[src/lso_pkg.sv]
// Shared types, constants and the observer microprogram for the state observer.
package lso_pkg;

   localparam int DEF_N_STATES  = 4;
   localparam int DEF_N_INPUTS  = 2;
   localparam int DEF_N_OUTPUTS = 2;
   localparam int DEF_FRAC_BITS = 16;

   localparam int DATA_W   = 32;
   localparam int ACC_W    = 64;
   localparam int N_EST    = 4;
   localparam int STEP_W   = 3;
   localparam int UCODE_DEPTH = 8;

   // Item modes.
   localparam logic MODE_WRITE = 1'b0;
   localparam logic MODE_STEP  = 1'b1;

   // Targets of a write item.
   localparam logic [2:0] SEL_A     = 3'd0;
   localparam logic [2:0] SEL_B     = 3'd1;
   localparam logic [2:0] SEL_C     = 3'd2;
   localparam logic [2:0] SEL_K     = 3'd3;
   localparam logic [2:0] SEL_STATE = 3'd4;

   typedef enum logic [2:0] {
      UOP_MAC_C,
      UOP_MAC_A,
      UOP_MAC_B,
      UOP_MAC_K,
      UOP_DRAIN,
      UOP_COMMIT
   } uop_type;

   typedef struct packed {
      uop_type           op;
      logic              acc_first;
      logic              acc_last;
      logic              row_end;
      logic [STEP_W-1:0] target;
   } ucode_word_type;

   typedef struct packed {
      logic    busy;
      logic    issue;
      logic    first;
      logic    last;
      logic    commit;
      uop_type op;
   } seq_ctl_type;

   typedef struct packed {
      logic valid;
      logic first;
      logic last;
   } mac_ctl_type;

   // Error rows C*x first, then one row of A*x + B*u + K*e per state element.
   localparam ucode_word_type UCODE [UCODE_DEPTH] = '{
      '{op: UOP_MAC_C,  acc_first: 1'b1, acc_last: 1'b1, row_end: 1'b1, target: 3'd0},
      '{op: UOP_DRAIN,  acc_first: 1'b0, acc_last: 1'b0, row_end: 1'b0, target: 3'd0},
      '{op: UOP_MAC_A,  acc_first: 1'b1, acc_last: 1'b0, row_end: 1'b0, target: 3'd0},
      '{op: UOP_MAC_B,  acc_first: 1'b0, acc_last: 1'b0, row_end: 1'b0, target: 3'd0},
      '{op: UOP_MAC_K,  acc_first: 1'b0, acc_last: 1'b1, row_end: 1'b1, target: 3'd2},
      '{op: UOP_DRAIN,  acc_first: 1'b0, acc_last: 1'b0, row_end: 1'b0, target: 3'd0},
      '{op: UOP_COMMIT, acc_first: 1'b0, acc_last: 1'b0, row_end: 1'b0, target: 3'd0},
      '{op: UOP_COMMIT, acc_first: 1'b0, acc_last: 1'b0, row_end: 1'b0, target: 3'd0}
   };

endpackage

[src/lso_if.sv]
// Handshake channels for observer request and response items.
interface lso_req_if;
   logic               valid;
   logic               ready;
   logic               mode;
   logic [2:0]         matrix_select;
   logic [1:0]         row_index;
   logic [1:0]         column_index;
   logic signed [31:0] write_value;
   logic signed [31:0] plant_input_0;
   logic signed [31:0] plant_input_1;
   logic signed [31:0] measured_0;
   logic signed [31:0] measured_1;

   modport source (
      output valid, mode, matrix_select, row_index, column_index, write_value,
             plant_input_0, plant_input_1, measured_0, measured_1,
      input  ready
   );
   modport sink (
      input  valid, mode, matrix_select, row_index, column_index, write_value,
             plant_input_0, plant_input_1, measured_0, measured_1,
      output ready
   );
endinterface

interface lso_rsp_if;
   logic               valid;
   logic               ready;
   logic signed [31:0] estimate_0;
   logic signed [31:0] estimate_1;
   logic signed [31:0] estimate_2;
   logic signed [31:0] estimate_3;
   logic               saturated;

   modport source (
      output valid, estimate_0, estimate_1, estimate_2, estimate_3, saturated,
      input  ready
   );
   modport sink (
      input  valid, estimate_0, estimate_1, estimate_2, estimate_3, saturated,
      output ready
   );
endinterface

[src/lso_mac.sv]
// Pipelined multiply and saturating 64-bit accumulate unit.
module lso_mac #(
   parameter int TAG_W = 4
) (
   input  logic                              clock,
   input  logic                              reset,
   input  lso_pkg::mac_ctl_type              ctl,
   input  logic signed [lso_pkg::DATA_W-1:0] coef,
   input  logic signed [lso_pkg::DATA_W-1:0] opnd,
   input  logic [TAG_W-1:0]                  tag,
   output logic                              busy,
   output logic                              done,
   output logic                              clip,
   output logic signed [lso_pkg::ACC_W-1:0]  acc,
   output logic [TAG_W-1:0]                  acc_tag
);

   localparam logic signed [lso_pkg::ACC_W-1:0] ACC_MAX = {1'b0, {(lso_pkg::ACC_W-1){1'b1}}};
   localparam logic signed [lso_pkg::ACC_W-1:0] ACC_MIN = {1'b1, {(lso_pkg::ACC_W-1){1'b0}}};

   lso_pkg::mac_ctl_type               prod_ctl_ff;
   logic [TAG_W-1:0]                   prod_tag_ff;
   logic signed [lso_pkg::ACC_W-1:0]   prod_ff;
   logic signed [lso_pkg::ACC_W-1:0]   prod_in;
   logic signed [lso_pkg::ACC_W:0]     sum_wide;
   logic                               ovf;
   logic signed [lso_pkg::ACC_W-1:0]   acc_ff;
   logic signed [lso_pkg::ACC_W-1:0]   acc_in;
   logic                               done_ff;
   logic                               clip_ff;
   logic [TAG_W-1:0]                   acc_tag_ff;

   assign prod_in  = coef * opnd;
   assign sum_wide = {acc_ff[lso_pkg::ACC_W-1], acc_ff} + {prod_ff[lso_pkg::ACC_W-1], prod_ff};
   assign ovf      = sum_wide[lso_pkg::ACC_W] ^ sum_wide[lso_pkg::ACC_W-1];

   always_comb begin
      if (prod_ctl_ff.first) begin
         acc_in = prod_ff;
      end else if (ovf) begin
         acc_in = sum_wide[lso_pkg::ACC_W] ? ACC_MIN : ACC_MAX;
      end else begin
         acc_in = sum_wide[lso_pkg::ACC_W-1:0];
      end
   end

   always_ff @(posedge clock) begin
      if (reset) begin
         prod_ctl_ff <= '0;
         done_ff     <= 1'b0;
         clip_ff     <= 1'b0;
      end else begin
         prod_ctl_ff <= ctl;
         done_ff     <= prod_ctl_ff.valid & prod_ctl_ff.last;
         clip_ff     <= prod_ctl_ff.valid & ~prod_ctl_ff.first & ovf;
      end
   end

   always_ff @(posedge clock) begin
      prod_ff     <= prod_in;
      prod_tag_ff <= tag;
      if (prod_ctl_ff.valid) begin
         acc_ff     <= acc_in;
         acc_tag_ff <= prod_tag_ff;
      end
   end

   assign busy    = prod_ctl_ff.valid | done_ff;
   assign done    = done_ff;
   assign clip    = clip_ff;
   assign acc     = acc_ff;
   assign acc_tag = acc_tag_ff;

endmodule

[src/lso_seq.sv]
// Microcode sequencer that walks the observer program over row and column counters.
module lso_seq #(
   parameter int N_STATES  = lso_pkg::DEF_N_STATES,
   parameter int N_INPUTS  = lso_pkg::DEF_N_INPUTS,
   parameter int N_OUTPUTS = lso_pkg::DEF_N_OUTPUTS,
   parameter int CW        = 3
) (
   input  logic                 clock,
   input  logic                 reset,
   input  logic                 start,
   input  logic                 drain_busy,
   input  logic                 out_hold,
   output lso_pkg::seq_ctl_type ctl,
   output logic [CW-1:0]        row,
   output logic [CW-1:0]        col
);

   logic                       busy_ff, busy_in;
   logic [lso_pkg::STEP_W-1:0] step_ff, step_in;
   logic [CW-1:0]              i_ff, i_in;
   logic [CW-1:0]              j_ff, j_in;
   lso_pkg::ucode_word_type    word;
   logic                       is_mac;
   logic [CW-1:0]              j_lim;
   logic [CW-1:0]              i_lim;
   logic                       j_last;
   logic                       i_last;

   assign word   = lso_pkg::UCODE[step_ff];
   assign is_mac = word.op inside {lso_pkg::UOP_MAC_C, lso_pkg::UOP_MAC_A,
                                   lso_pkg::UOP_MAC_B, lso_pkg::UOP_MAC_K};

   always_comb begin
      case (word.op)
         lso_pkg::UOP_MAC_B: j_lim = CW'(N_INPUTS - 1);
         lso_pkg::UOP_MAC_K: j_lim = CW'(N_OUTPUTS - 1);
         default:            j_lim = CW'(N_STATES - 1);
      endcase
      i_lim = (word.op == lso_pkg::UOP_MAC_C) ? CW'(N_OUTPUTS - 1) : CW'(N_STATES - 1);
   end

   assign j_last = (j_ff == j_lim);
   assign i_last = (i_ff == i_lim);

   // Next step, counters and busy flag.
   always_comb begin
      busy_in = busy_ff;
      step_in = step_ff;
      i_in    = i_ff;
      j_in    = j_ff;
      if (!busy_ff) begin
         if (start) begin
            busy_in = 1'b1;
            step_in = '0;
            i_in    = '0;
            j_in    = '0;
         end
      end else if (is_mac) begin
         if (!j_last) begin
            j_in = j_ff + 1'b1;
         end else begin
            j_in = '0;
            if (!word.row_end) begin
               step_in = step_ff + 1'b1;
            end else if (i_last) begin
               i_in    = '0;
               step_in = step_ff + 1'b1;
            end else begin
               i_in    = i_ff + 1'b1;
               step_in = word.target;
            end
         end
      end else begin
         case (word.op)
            lso_pkg::UOP_DRAIN: begin
               if (!drain_busy) begin
                  step_in = step_ff + 1'b1;
               end
            end
            lso_pkg::UOP_COMMIT: begin
               if (!out_hold) begin
                  busy_in = 1'b0;
                  step_in = '0;
               end
            end
            default: begin
               busy_in = 1'b0;
               step_in = '0;
            end
         endcase
      end
   end

   // Control word decode toward the datapath.
   always_comb begin
      ctl.busy   = busy_ff;
      ctl.op     = word.op;
      ctl.issue  = busy_ff & is_mac;
      ctl.first  = word.acc_first & (j_ff == '0);
      ctl.last   = word.acc_last & j_last;
      ctl.commit = busy_ff & (word.op == lso_pkg::UOP_COMMIT) & ~out_hold;
   end

   always_ff @(posedge clock) begin
      if (reset) begin
         busy_ff <= 1'b0;
         step_ff <= '0;
         i_ff    <= '0;
         j_ff    <= '0;
      end else begin
         busy_ff <= busy_in;
         step_ff <= step_in;
         i_ff    <= i_in;
         j_ff    <= j_in;
      end
   end

   assign row = i_ff;
   assign col = j_ff;

endmodule

[src/luenberger_state_observer_top.sv]
// Discrete Luenberger state observer in signed fixed point, run by a small microprogram.
// A write item (mode 0) loads one coefficient of A, B, C or K, or one element of the state
// estimate, and returns nothing. A step item (mode 1) computes the error e = y - C*x and then
// x' = A*x + B*u + K*e on a single shared 32x32 multiplier with a saturating 64-bit
// accumulator, and returns the new estimate with a flag that is set when any sum, error or
// state value was clipped. One step issues one multiply-accumulate per cycle while it runs its
// error rows and then its state rows, and drains the pipeline after each of the two groups
// before it commits; the commit waits while an earlier result is still held. The result is
// offered once the step commits, and the next item can be taken in that same cycle; the shared
// multiplier and the single read port of the coefficient memory make the multiplies run one
// after another. New items are taken only while no step is in progress; a finished result
// waits in an output register.
module luenberger_state_observer_top #(
   parameter int N_STATES  = lso_pkg::DEF_N_STATES,
   parameter int N_INPUTS  = lso_pkg::DEF_N_INPUTS,
   parameter int N_OUTPUTS = lso_pkg::DEF_N_OUTPUTS,
   parameter int FRAC_BITS = lso_pkg::DEF_FRAC_BITS
) (
   input logic       clock,
   input logic       reset,
   lso_req_if.sink   req_ch,
   lso_rsp_if.source rsp_ch
);

   localparam int OFS_B = N_STATES * N_STATES;
   localparam int OFS_C = OFS_B + N_STATES * N_INPUTS;
   localparam int OFS_K = OFS_C + N_OUTPUTS * N_STATES;
   localparam int DEPTH = OFS_K + N_STATES * N_OUTPUTS;
   localparam int AW    = $clog2(DEPTH);
   localparam int SW    = (N_STATES > 1) ? $clog2(N_STATES) : 1;
   localparam int IW    = (N_INPUTS > 1) ? $clog2(N_INPUTS) : 1;
   localparam int OW    = (N_OUTPUTS > 1) ? $clog2(N_OUTPUTS) : 1;
   localparam int MAXIO = (N_INPUTS > N_OUTPUTS) ? N_INPUTS : N_OUTPUTS;
   localparam int MAXD  = (N_STATES > MAXIO) ? N_STATES : MAXIO;
   localparam int CW    = (MAXD > 1) ? $clog2(MAXD) : 1;
   localparam int TAG_W = CW + 1;
   localparam int DW    = lso_pkg::DATA_W;
   localparam int ACCW  = lso_pkg::ACC_W;
   localparam logic signed [DW-1:0] Q_MAX = {1'b0, {(DW-1){1'b1}}};
   localparam logic signed [DW-1:0] Q_MIN = {1'b1, {(DW-1){1'b0}}};

   logic signed [DW-1:0] coef_mem [DEPTH];
   logic signed [DW-1:0] x_ff  [N_STATES];
   logic signed [DW-1:0] nx_ff [N_STATES];
   logic signed [DW-1:0] e_ff  [N_OUTPUTS];
   logic signed [DW-1:0] y_ff  [N_OUTPUTS];
   logic signed [DW-1:0] u_ff  [N_INPUTS];

   lso_pkg::seq_ctl_type seq_ctl;
   logic [CW-1:0]        seq_row;
   logic [CW-1:0]        seq_col;

   logic                 req_fire;
   logic                 wr_fire;
   logic                 step_fire;
   logic                 wr_coef;
   logic                 wr_state;
   logic [AW-1:0]        wr_addr;
   logic [AW-1:0]        rd_addr;
   logic signed [DW-1:0] opnd_in;

   logic signed [DW-1:0] coef_rd_ff;
   logic signed [DW-1:0] opnd_ff;
   lso_pkg::mac_ctl_type p1_ctl_ff, p1_ctl_in;
   logic [TAG_W-1:0]     p1_tag_ff;

   logic                 mac_busy;
   logic                 mac_done;
   logic                 mac_clip;
   logic signed [ACCW-1:0] mac_acc;
   logic [TAG_W-1:0]     mac_tag;

   logic signed [ACCW-1:0] acc_shr;
   logic                 shr_fits;
   logic signed [DW-1:0] row_val;
   logic signed [DW:0]   err_wide;
   logic                 err_fits;
   logic signed [DW-1:0] err_val;
   logic                 fin_is_c;
   logic [CW-1:0]        fin_row;
   logic                 fin_clip;

   logic                 clip_ff, clip_in;
   logic                 out_hold;
   logic                 rsp_valid_ff;
   logic signed [DW-1:0] est_ff [lso_pkg::N_EST];
   logic                 sat_ff;

   assign req_ch.ready = ~seq_ctl.busy;
   assign req_fire     = req_ch.valid & req_ch.ready;
   assign wr_fire      = req_fire & (req_ch.mode == lso_pkg::MODE_WRITE);
   assign step_fire    = req_fire & (req_ch.mode == lso_pkg::MODE_STEP);
   assign out_hold     = rsp_valid_ff & ~rsp_ch.ready;

   // Write item decode: a target outside the selected matrix or vector is dropped.
   always_comb begin
      wr_coef  = 1'b0;
      wr_state = 1'b0;
      wr_addr  = '0;
      case (req_ch.matrix_select)
         lso_pkg::SEL_A: begin
            wr_coef = (int'(req_ch.row_index) < N_STATES) &&
                      (int'(req_ch.column_index) < N_STATES);
            wr_addr = AW'(int'(req_ch.row_index) * N_STATES + int'(req_ch.column_index));
         end
         lso_pkg::SEL_B: begin
            wr_coef = (int'(req_ch.row_index) < N_STATES) &&
                      (int'(req_ch.column_index) < N_INPUTS);
            wr_addr = AW'(OFS_B + int'(req_ch.row_index) * N_INPUTS
                          + int'(req_ch.column_index));
         end
         lso_pkg::SEL_C: begin
            wr_coef = (int'(req_ch.row_index) < N_OUTPUTS) &&
                      (int'(req_ch.column_index) < N_STATES);
            wr_addr = AW'(OFS_C + int'(req_ch.row_index) * N_STATES
                          + int'(req_ch.column_index));
         end
         lso_pkg::SEL_K: begin
            wr_coef = (int'(req_ch.row_index) < N_STATES) &&
                      (int'(req_ch.column_index) < N_OUTPUTS);
            wr_addr = AW'(OFS_K + int'(req_ch.row_index) * N_OUTPUTS
                          + int'(req_ch.column_index));
         end
         lso_pkg::SEL_STATE: begin
            wr_state = int'(req_ch.row_index) < N_STATES;
         end
         default: begin
            wr_coef  = 1'b0;
            wr_state = 1'b0;
         end
      endcase
   end

   lso_seq #(
      .N_STATES  (N_STATES),
      .N_INPUTS  (N_INPUTS),
      .N_OUTPUTS (N_OUTPUTS),
      .CW        (CW)
   ) u_seq (
      .clock      (clock),
      .reset      (reset),
      .start      (step_fire),
      .drain_busy (p1_ctl_ff.valid | mac_busy),
      .out_hold   (out_hold),
      .ctl        (seq_ctl),
      .row        (seq_row),
      .col        (seq_col)
   );

   // Coefficient address and vector operand for the issued multiply.
   always_comb begin
      case (seq_ctl.op)
         lso_pkg::UOP_MAC_C: begin
            rd_addr = AW'(OFS_C + int'(seq_row) * N_STATES + int'(seq_col));
            opnd_in = x_ff[seq_col[SW-1:0]];
         end
         lso_pkg::UOP_MAC_B: begin
            rd_addr = AW'(OFS_B + int'(seq_row) * N_INPUTS + int'(seq_col));
            opnd_in = u_ff[seq_col[IW-1:0]];
         end
         lso_pkg::UOP_MAC_K: begin
            rd_addr = AW'(OFS_K + int'(seq_row) * N_OUTPUTS + int'(seq_col));
            opnd_in = e_ff[seq_col[OW-1:0]];
         end
         default: begin
            rd_addr = AW'(int'(seq_row) * N_STATES + int'(seq_col));
            opnd_in = x_ff[seq_col[SW-1:0]];
         end
      endcase
      p1_ctl_in.valid = seq_ctl.issue;
      p1_ctl_in.first = seq_ctl.first;
      p1_ctl_in.last  = seq_ctl.last;
   end

   always_ff @(posedge clock) begin
      if (wr_fire && wr_coef) begin
         coef_mem[wr_addr] <= req_ch.write_value;
      end
      if (seq_ctl.issue) begin
         coef_rd_ff <= coef_mem[rd_addr];
         opnd_ff    <= opnd_in;
         p1_tag_ff  <= {seq_ctl.op == lso_pkg::UOP_MAC_C, seq_row};
      end
   end

   always_ff @(posedge clock) begin
      if (reset) begin
         p1_ctl_ff <= '0;
      end else begin
         p1_ctl_ff <= p1_ctl_in;
      end
   end

   lso_mac #(
      .TAG_W (TAG_W)
   ) u_mac (
      .clock   (clock),
      .reset   (reset),
      .ctl     (p1_ctl_ff),
      .coef    (coef_rd_ff),
      .opnd    (opnd_ff),
      .tag     (p1_tag_ff),
      .busy    (mac_busy),
      .done    (mac_done),
      .clip    (mac_clip),
      .acc     (mac_acc),
      .acc_tag (mac_tag)
   );

   // Finish a row: scale down, clip to 32 bits, and for error rows subtract from y.
   assign fin_is_c = mac_tag[TAG_W-1];
   assign fin_row  = mac_tag[CW-1:0];
   assign acc_shr  = mac_acc >>> FRAC_BITS;
   assign shr_fits = (&acc_shr[ACCW-1:DW-1]) | ~(|acc_shr[ACCW-1:DW-1]);

   always_comb begin
      if (shr_fits) begin
         row_val = acc_shr[DW-1:0];
      end else begin
         row_val = acc_shr[ACCW-1] ? Q_MIN : Q_MAX;
      end
      err_wide = {y_ff[fin_row[OW-1:0]][DW-1], y_ff[fin_row[OW-1:0]]}
                 - {row_val[DW-1], row_val};
      err_fits = ~(err_wide[DW] ^ err_wide[DW-1]);
      if (err_fits) begin
         err_val = err_wide[DW-1:0];
      end else begin
         err_val = err_wide[DW] ? Q_MIN : Q_MAX;
      end
      fin_clip = mac_done & (~shr_fits | (fin_is_c & ~err_fits));
      clip_in  = step_fire ? 1'b0 : (clip_ff | mac_clip | fin_clip);
   end

   always_ff @(posedge clock) begin
      if (step_fire) begin
         for (int k = 0; k < N_INPUTS; k++) begin
            if (k == 0) begin
               u_ff[k] <= req_ch.plant_input_0;
            end else if (k == 1) begin
               u_ff[k] <= req_ch.plant_input_1;
            end else begin
               u_ff[k] <= '0;
            end
         end
         for (int k = 0; k < N_OUTPUTS; k++) begin
            if (k == 0) begin
               y_ff[k] <= req_ch.measured_0;
            end else if (k == 1) begin
               y_ff[k] <= req_ch.measured_1;
            end else begin
               y_ff[k] <= '0;
            end
         end
      end
      if (mac_done) begin
         if (fin_is_c) begin
            e_ff[fin_row[OW-1:0]] <= err_val;
         end else begin
            nx_ff[fin_row[SW-1:0]] <= row_val;
         end
      end
   end

   // State estimate, response register and clip flag.
   always_ff @(posedge clock) begin
      if (reset) begin
         for (int k = 0; k < N_STATES; k++) begin
            x_ff[k] <= '0;
         end
         clip_ff      <= 1'b0;
         rsp_valid_ff <= 1'b0;
      end else begin
         clip_ff <= clip_in;
         if (wr_fire && wr_state) begin
            x_ff[SW'(req_ch.row_index)] <= req_ch.write_value;
         end
         if (seq_ctl.commit) begin
            for (int k = 0; k < N_STATES; k++) begin
               x_ff[k] <= nx_ff[k];
            end
            rsp_valid_ff <= 1'b1;
         end else if (rsp_ch.ready) begin
            rsp_valid_ff <= 1'b0;
         end
      end
   end

   always_ff @(posedge clock) begin
      if (seq_ctl.commit) begin
         for (int k = 0; k < lso_pkg::N_EST; k++) begin
            est_ff[k] <= (k < N_STATES) ? nx_ff[k % N_STATES] : '0;
         end
         sat_ff <= clip_ff;
      end
   end

   assign rsp_ch.valid      = rsp_valid_ff;
   assign rsp_ch.estimate_0 = est_ff[0];
   assign rsp_ch.estimate_1 = est_ff[1];
   assign rsp_ch.estimate_2 = est_ff[2];
   assign rsp_ch.estimate_3 = est_ff[3];
   assign rsp_ch.saturated  = sat_ff;

endmodule
[src/flat_wrapper.sv]
// flat-port wrapper written by rule: the top's interface ports become plain ports
module luenberger_state_observer_top_flat 
#(
   parameter int N_STATES  = lso_pkg::DEF_N_STATES,
   parameter int N_INPUTS  = lso_pkg::DEF_N_INPUTS,
   parameter int N_OUTPUTS = lso_pkg::DEF_N_OUTPUTS,
   parameter int FRAC_BITS = lso_pkg::DEF_FRAC_BITS
)
  (clock, reset, req_ch_valid, req_ch_mode, req_ch_matrix_select, req_ch_row_index, req_ch_column_index, req_ch_write_value, req_ch_plant_input_0, req_ch_plant_input_1, req_ch_measured_0, req_ch_measured_1, req_ch_ready, rsp_ch_valid, rsp_ch_estimate_0, rsp_ch_estimate_1, rsp_ch_estimate_2, rsp_ch_estimate_3, rsp_ch_saturated, rsp_ch_ready);
  lso_req_if req_ch_i ();
  lso_rsp_if rsp_ch_i ();
  input logic clock;
  input logic reset;
  input wire logic [$bits(req_ch_i.valid)-1:0] req_ch_valid;
  input wire logic [$bits(req_ch_i.mode)-1:0] req_ch_mode;
  input wire logic [$bits(req_ch_i.matrix_select)-1:0] req_ch_matrix_select;
  input wire logic [$bits(req_ch_i.row_index)-1:0] req_ch_row_index;
  input wire logic [$bits(req_ch_i.column_index)-1:0] req_ch_column_index;
  input wire logic [$bits(req_ch_i.write_value)-1:0] req_ch_write_value;
  input wire logic [$bits(req_ch_i.plant_input_0)-1:0] req_ch_plant_input_0;
  input wire logic [$bits(req_ch_i.plant_input_1)-1:0] req_ch_plant_input_1;
  input wire logic [$bits(req_ch_i.measured_0)-1:0] req_ch_measured_0;
  input wire logic [$bits(req_ch_i.measured_1)-1:0] req_ch_measured_1;
  output wire logic [$bits(req_ch_i.ready)-1:0] req_ch_ready;
  output wire logic [$bits(rsp_ch_i.valid)-1:0] rsp_ch_valid;
  output wire logic [$bits(rsp_ch_i.estimate_0)-1:0] rsp_ch_estimate_0;
  output wire logic [$bits(rsp_ch_i.estimate_1)-1:0] rsp_ch_estimate_1;
  output wire logic [$bits(rsp_ch_i.estimate_2)-1:0] rsp_ch_estimate_2;
  output wire logic [$bits(rsp_ch_i.estimate_3)-1:0] rsp_ch_estimate_3;
  output wire logic [$bits(rsp_ch_i.saturated)-1:0] rsp_ch_saturated;
  input wire logic [$bits(rsp_ch_i.ready)-1:0] rsp_ch_ready;
  assign req_ch_i.valid = req_ch_valid;
  assign req_ch_i.mode = req_ch_mode;
  assign req_ch_i.matrix_select = req_ch_matrix_select;
  assign req_ch_i.row_index = req_ch_row_index;
  assign req_ch_i.column_index = req_ch_column_index;
  assign req_ch_i.write_value = req_ch_write_value;
  assign req_ch_i.plant_input_0 = req_ch_plant_input_0;
  assign req_ch_i.plant_input_1 = req_ch_plant_input_1;
  assign req_ch_i.measured_0 = req_ch_measured_0;
  assign req_ch_i.measured_1 = req_ch_measured_1;
  assign req_ch_ready = req_ch_i.ready;
  assign rsp_ch_valid = rsp_ch_i.valid;
  assign rsp_ch_estimate_0 = rsp_ch_i.estimate_0;
  assign rsp_ch_estimate_1 = rsp_ch_i.estimate_1;
  assign rsp_ch_estimate_2 = rsp_ch_i.estimate_2;
  assign rsp_ch_estimate_3 = rsp_ch_i.estimate_3;
  assign rsp_ch_saturated = rsp_ch_i.saturated;
  assign rsp_ch_i.ready = rsp_ch_ready;
  luenberger_state_observer_top #(.N_STATES(N_STATES), .N_INPUTS(N_INPUTS), .N_OUTPUTS(N_OUTPUTS), .FRAC_BITS(FRAC_BITS)) u_core (.clock(clock), .reset(reset), .req_ch(req_ch_i), .rsp_ch(rsp_ch_i));
endmodule
[config.mk]
export PLATFORM = sky130hd
export DESIGN_NAME = luenberger_state_observer_top_flat
export DESIGN_NICKNAME = d
export VERILOG_FILES = /design/src/lso_pkg.sv /design/src/lso_if.sv /design/src/lso_mac.sv /design/src/lso_seq.sv /design/src/luenberger_state_observer_top.sv /design/src/flat_wrapper.sv
export SDC_FILE = /design/constraint.sdc
export NUM_CORES = 2
export LEC_CHECK = 0
export BUFFER_PORTS_ARGS = -buffer_cell sky130_fd_sc_hd__buf_4
export CAP_MARGIN = 10
export CORE_MARGIN = 4
export CORE_UTILIZATION = 55
export DETAILED_ROUTE_END_ITERATION = 10
export PLACE_DENSITY = 0.73
export REMOVE_ABC_BUFFERS = 1
export SLEW_MARGIN = 40
export SYNTH_ARGS = -nofsm -noshare
export SYNTH_HDL_FRONTEND = slang
export SYNTH_SLANG_ARGS = --single-unit
[constraint.sdc]
create_clock -name clock -period 18.9 [get_ports clock]
set_clock_uncertainty 0.05 [all_clocks]
set_input_delay 0.945 -clock clock [delete_from_list [all_inputs] [get_ports clock]]
set_output_delay 0.945 -clock clock [all_outputs]
set_load 0.05 [all_outputs]
---- Word-level counts from Yosys, hierarchy flattened ----
Memory sizes are Yosys's and may differ from the RTL's. A register that Yosys moved wholly into a read port is not among the register bits.
Cells that the tools add are included.
storage, ports and cells
  register bits ........................... 188
  bits in writable memories ............... 1856
  bits in read-only memories .............. 72
  input bits .............................. 172
  output and inout port bits .............. 131
  memories kept ........................... 8
memory list
  memory           depth  bits a word  read ports  clocked after memory_dff  write ports  RTL line                             RTL
  u_core.coef_mem  40     32           1           1                         1            luenberger_state_observer_top.sv:42  logic signed [DW-1:0] coef_mem [DEPTH];
  u_core.est_ff    4      32           4           0                         4            luenberger_state_observer_top.sv:86  logic signed [DW-1:0] est_ff [lso_pkg::N_EST];
  u_core.nx_ff     4      32           4           0                         1            luenberger_state_observer_top.sv:44  logic signed [DW-1:0] nx_ff [N_STATES];
  u_core.x_ff      4      32           1           1                         4            luenberger_state_observer_top.sv:43  logic signed [DW-1:0] x_ff [N_STATES];
  (no name shown)  8      9            1           0                         0            lso_seq.sv:29                        assign word = lso_pkg::UCODE[step_ff];
  u_core.e_ff      2      32           1           1                         1            luenberger_state_observer_top.sv:45  logic signed [DW-1:0] e_ff [N_OUTPUTS];
  +2 memories      --     --           --          --                        --           --
cells by class
  add/sub/neg operators ................... 19
  $mul .................................... 1
  magnitude comparators ................... 3
  eq/ne operators ......................... 17
  multiplexer cells ....................... 73
  bitwise gates (word level) .............. 34
  reduce and logical (&&, ||, !) cells .... 17
operators with widths
  cell                   number
  $mux W32               9
  $mux W64               3
  $add A64 B64 Y65       1
  $mul A32 B32 Y64       1
  $pmux W32 S2           1
  $add A6 B3 Y6          6
  $sub A32 B32 Y33       1
  $reduce_or A32 Y1      1
  $mux W1                31
  $mux W2                14
  $mux W3                8
  $pmux W6 S4            1
  $mux W9                2
  $pmux W6 S3            1
  $reduce_and A17 Y1     1
  $reduce_or A17 Y1      1
  $and A1 B1 Y1          14
  $add A5 B3 Y6 const A  2
  $add A5 B4 Y6 const A  2
  $add A6 B3 Y6 const A  2
  $eq A3 B2 Y1 const B   4
  $add A4 B2 Y5          2
  $or A1 B1 Y1           10
  $eq A3 B3 Y1 const B   3
  other kinds (23)       43

---- Longest topological paths before layout ----
  depth after elaboration ................. 13
  gate-level depth with buffers ........... 29
  mapped depth without buffers ............ 28

---- Cells and area by module ----
Synthesis repeated with hierarchy kept, for this count alone.
second synthesis, totals
  cell total of the unflattened synthesis .. 8653
  area total of the unflattened synthesis .. 120209.0 um^2
modules (own cells, without submodules)
  module                         instances  cells each  area each (um^2)  seq. area each (um^2)
  luenberger_state_observer_top  1          3727        74715.4           57875.5
  lso_mac                        1          4833        44724.1           3453.3
  lso_seq                        1          93          769.5             160.2

---- Worst setup path after synthesis ----
No wires, ideal clock.
  path kind ............................... input to register
  start point ............................. input port rsp_ch_ready
  end point ............................... memory u_core.x_ff[0][0] (netlist name), enable pin
  arrival ................................. 8038 ps
  setup slack ............................. 10418 ps
  stages .................................. 4
  path buffers ............................ 0
  cell sequence ........................... nor2b_1 -> nor2_1 -> nor2_1 -> nand2b_1
RTL lines
  item         RTL line                             RTL
  from (decl)  flat_wrapper.sv:31                   input wire logic [$bits(rsp_ch_i.ready)-1:0] rsp_ch_ready;
  to (decl)    luenberger_state_observer_top.sv:43

---- Worst setup path after layout ----
  start point ............................. register u_core.opnd_ff[6]
  end point ............................... register u_core.u_mac.prod_ff[61] (netlist name)
on the way
  longest elaborated chain between the ends .. 1
ends and longest elaborated chain
  item                                RTL line                              RTL
  from (decl)                         luenberger_state_observer_top.sv:63   logic signed [DW-1:0] opnd_ff;
  from (signal assigned)              luenberger_state_observer_top.sv:181  opnd_ff <= opnd_in;
  $mul A32 B32 Y64                    lso_mac.sv:33                         assign prod_in = coef * opnd;
  net u_core.u_mac.prod_in (one bit)  lso_mac.sv:24                         logic signed [lso_pkg::ACC_W-1:0] prod_in;
  to (signal assigned)                lso_mac.sv:60                         prod_ff <= prod_in;
  to (decl)                           lso_mac.sv:23                         logic signed [lso_pkg::ACC_W-1:0] prod_ff;
The timed path passes the listed nets, and every way through them passes these cells.
A chain may end at the register's enable or synchronous reset.

==> key figures <==
Status
  – Status: finished clean

Timing
  – Setup violations, final: 0
  – Final worst slack: 10.15 ns
  – Post-route minimum period: 8.75 ns
  – Final Hold Violating Endpoints: 0
  – Fmax: 114 MHz
  – Period utilization: 46.3%
  – Fin. max-slew vios: 0
  – Slew headroom: 37.8%
  – Unrepaired setup endpoints after global routing: false
  – Worst hold slack: 0.224 ns
  – Worst slew pin tran: 0.927 ns

Global route
  – Remaining Overflow, GRT: 0
  – Vias in the first global route: 76800
  – First-pass GRT wire length: 493000 µm
  – Largest net degree at the start of global routing: 122
  – Tot GR Track Use: 29.6%
  – Initial antenna violation count: 27

Placed design
  – Setup WS pre-CTS: 10.21 ns
  – Area after DPL: 126000 µm²
  – Port buffer count: 302
  – Placer Congestion: 0.950
  – Hpwl dp: 228000 µm

Floorplanning
  – Die height: 475 µm
  – Floorplan row count: 171
  – Die extent in x: 475 µm
  – Full die area: 226000 µm²
  – Io pins: 303
  – Starting density of the core: 55.3%
  – Core area: 217000 µm²

CTS
  – Clock Pin Slew Worst Setup and Hold Paths: 0.06 ns
  – # Post-CTS Setup Buffers: 0
  – TritonCTS clock tree: yes
  – Htree depth: 4
  – # hold bufs at CTS: 0
  – CTS Buffer Depth: 3
  – Clock Sinks: 2079
  – Worst-skew pair later-pin latency: 0.85 ns
  – Clock Root Buffer: clkbuf_16
  – Cts repair resizes: 0
  – CTS Buf Count: 199

Worst setup path
  – CP max stage delay: 0.77 ns
  – Max FO, Critical Path: 18
  – Slowest CP cell: edfxtp_1
  – Kind of critical path: flip-flop to flip-flop
  – Worst EP required: 19.58 ns
  – Critical Path End Type: flip-flop
  – Cell repeated most along the worst path: fa_1
  – Startpoint type of the worst setup path: flip-flop
  – CP arrival: 9.43 ns

Synth
  – Number of flops mapped to enable cells by yosys: 1991
  – Number of synthesized register bits: 2079
  – Synthesized cell area: 120000 µm²
  – Synthesized area per cell: 14.0 µm²
  – Top_reg_cell synth: edfxtp_1
  – YS warnings: 0
  – Ys async rst share: 0%
  – Library cells used by synthesis: 92
  – Seq/Total Area, Yosys: 51.3%
  – Mapped Cells: 8576

Routing
  – Final ANT Viol Nets: 0
  – Routed len/inst: 27.8 µm
  – Drt drc: 0
  – Detailed Routing Iterations Pass 1: 6
  – 1st-iter DRT viols: 7622
  – Vias per Instance: 6.10
  – Final wirelength: 329000 µm
  – Vias: 72200

Cells and area
  – Area grow syn2layout: 10.6%
  – Filler Cells Inserted: 15900
  – Utilization after layout: 61.1%
  – Post-route cell area: 133000 µm²
  – Nets@finish: 10400
  – Layout cell share with drive strength beyond 1: 15.2%

Flow run
  – Max-capacitance violation count: 0

Worst hold path
  – Hold crit path type: input pin to flip-flop
## per-stage QoR
step,setup TNS (ns),std cells
final,0,11800
after global routing,0,11800
after CTS,0,11800
after detailed placement,0,11500
after global placement,0,11400
after floorplan,-95.90,8124
## layout make-up
class	instances	area, µm²	area share, %
tap	2854	3570	2.69
clock inverter	108	1130	0.854
inverter	1096	4120	3.10
multi-input combinational	4949	53100	40.0
timing repair buffer	478	3840	2.90
clock buffer	254	5240	3.95
sequential	2079	61600	46.4
antenna	16	40.0	0.0302
## cells in the mapped netlist (all sizes together) (15+ instances only)
cell type	count	area [µm²]
fa	1084	21700
nor2	192	731
ha	291	3640
nand3	106	531
a21o	84	631
and2	494	3090
dfxtp	88	1760
mux4	384	8650
nand2	1013	3810
a22o	128	1120
o21a	15	113
nor3	27	135
nand2b	30	188
xnor2	106	928
nor4	15	100
clkbuf	349	1320
xor2	44	385
nor2b	49	307
o21ai	139	696
a21oi	232	1180
mux2	67	754
edfxtp	1991	59800
a211oi	24	195
and3	58	363
buf	103	505
inv	1096	4110
a31oi	56	365
nand4	33	206
o21bai	30	225
a311oi	69	622
a2bb2oi	31	447
## registers in the layout (all words and copies together) (netlist names), 32 cells and up, named ones only
signal                cells
u_core.u_mac.prod_ff     64
u_core.nx_ff            128
u_core.y_ff              64
u_core.est_ff           128
u_core.u_mac.acc         64
u_core.coef_rd_ff        32
u_core.u_ff              64
u_core.e_ff              64
u_core.coef_mem        1280
u_core.opnd_ff           32
u_core.x_ff             128
## critical path: cells and delay by family (launching register included)
family                     cells  cell delay (ns)
DFF                            1             0.77
and+or+nand+nor                4             0.76
adders and majority gates      9             4.32
AOI/OAI and AO/OA              6             2.15
buffers and inverters          6             0.57
## layout by cell type (no fill, tap or decap), types with 26 or more instances in the layout
| master | instances |
|---|---|
| a2bb2oi_2 | 28 |
| a21o_1 | 82 |
| inv_1 | 1094 |
| clkinv_1 | 44 |
| o21ai_1 | 38 |
| xor2_1 | 43 |
| fa_1 | 1084 |
| nor2b_1 | 49 |
| clkbuf_1 | 52 |
| clkbuf_16 | 201 |
| a21oi_1 | 217 |
| nor2_1 | 144 |
| nand3_1 | 105 |
| o21ai_0 | 101 |
| mux2_2 | 66 |
| mux4_2 | 384 |
| o21bai_1 | 30 |
| xnor2_1 | 106 |
| a31oi_1 | 54 |
| buf_4 | 452 |
| and3_1 | 55 |
| ha_1 | 291 |
| nor2_4 | 47 |
| a22o_1 | 128 |
| a311oi_1 | 54 |
| edfxtp_1 | 1991 |
| nand2_1 | 1010 |
| dfxtp_1 | 83 |
| nand4_1 | 33 |
| and2_1 | 494 |
| nand2b_1 | 26 |
## kinds of logic after synthesis
kind of cell | after synthesis | share of synthesized area [%]
xor gates and xnor gates | 150 | 1.10
DFF | 2079 | 51.3
and+or+nand+nor | 2043 | 8.05
buffers and inverters | 1548 | 4.95
muxes | 461 | 7.93
AOI/OAI and AO/OA | 915 | 5.47
adders and majority gates | 1380 | 21.2
## path summary, 6_finish.rpt
kind	cells after the start	end	from	slack [ns]
max	25	u_core.u_mac.prod_ff[61]	u_core.opnd_ff[6]	10.15
min	1	u_core.y_ff[0][15]	req_ch_measured_0[15]	0.22
max reg2reg	25	u_core.u_mac.prod_ff[61]	u_core.opnd_ff[6]	10.15
min reg2reg	0	u_core.u_mac.prod_tag_ff[1]	u_core.p1_tag_ff[1]	0.29
## routing by layer
layer	up-vias	share of wire [%]	global-route usage, %
li1	30300	-	-
met1	37700	37	38.1
met2	3599	50	49.4
met3	660	8.4	5.29
met4	14	5.0	13.4
met5	-	0.028	0
Power is left out: the tool's default activity adds up to more than one toggle a clock period on the data nets, which glitch-free logic cannot reach.
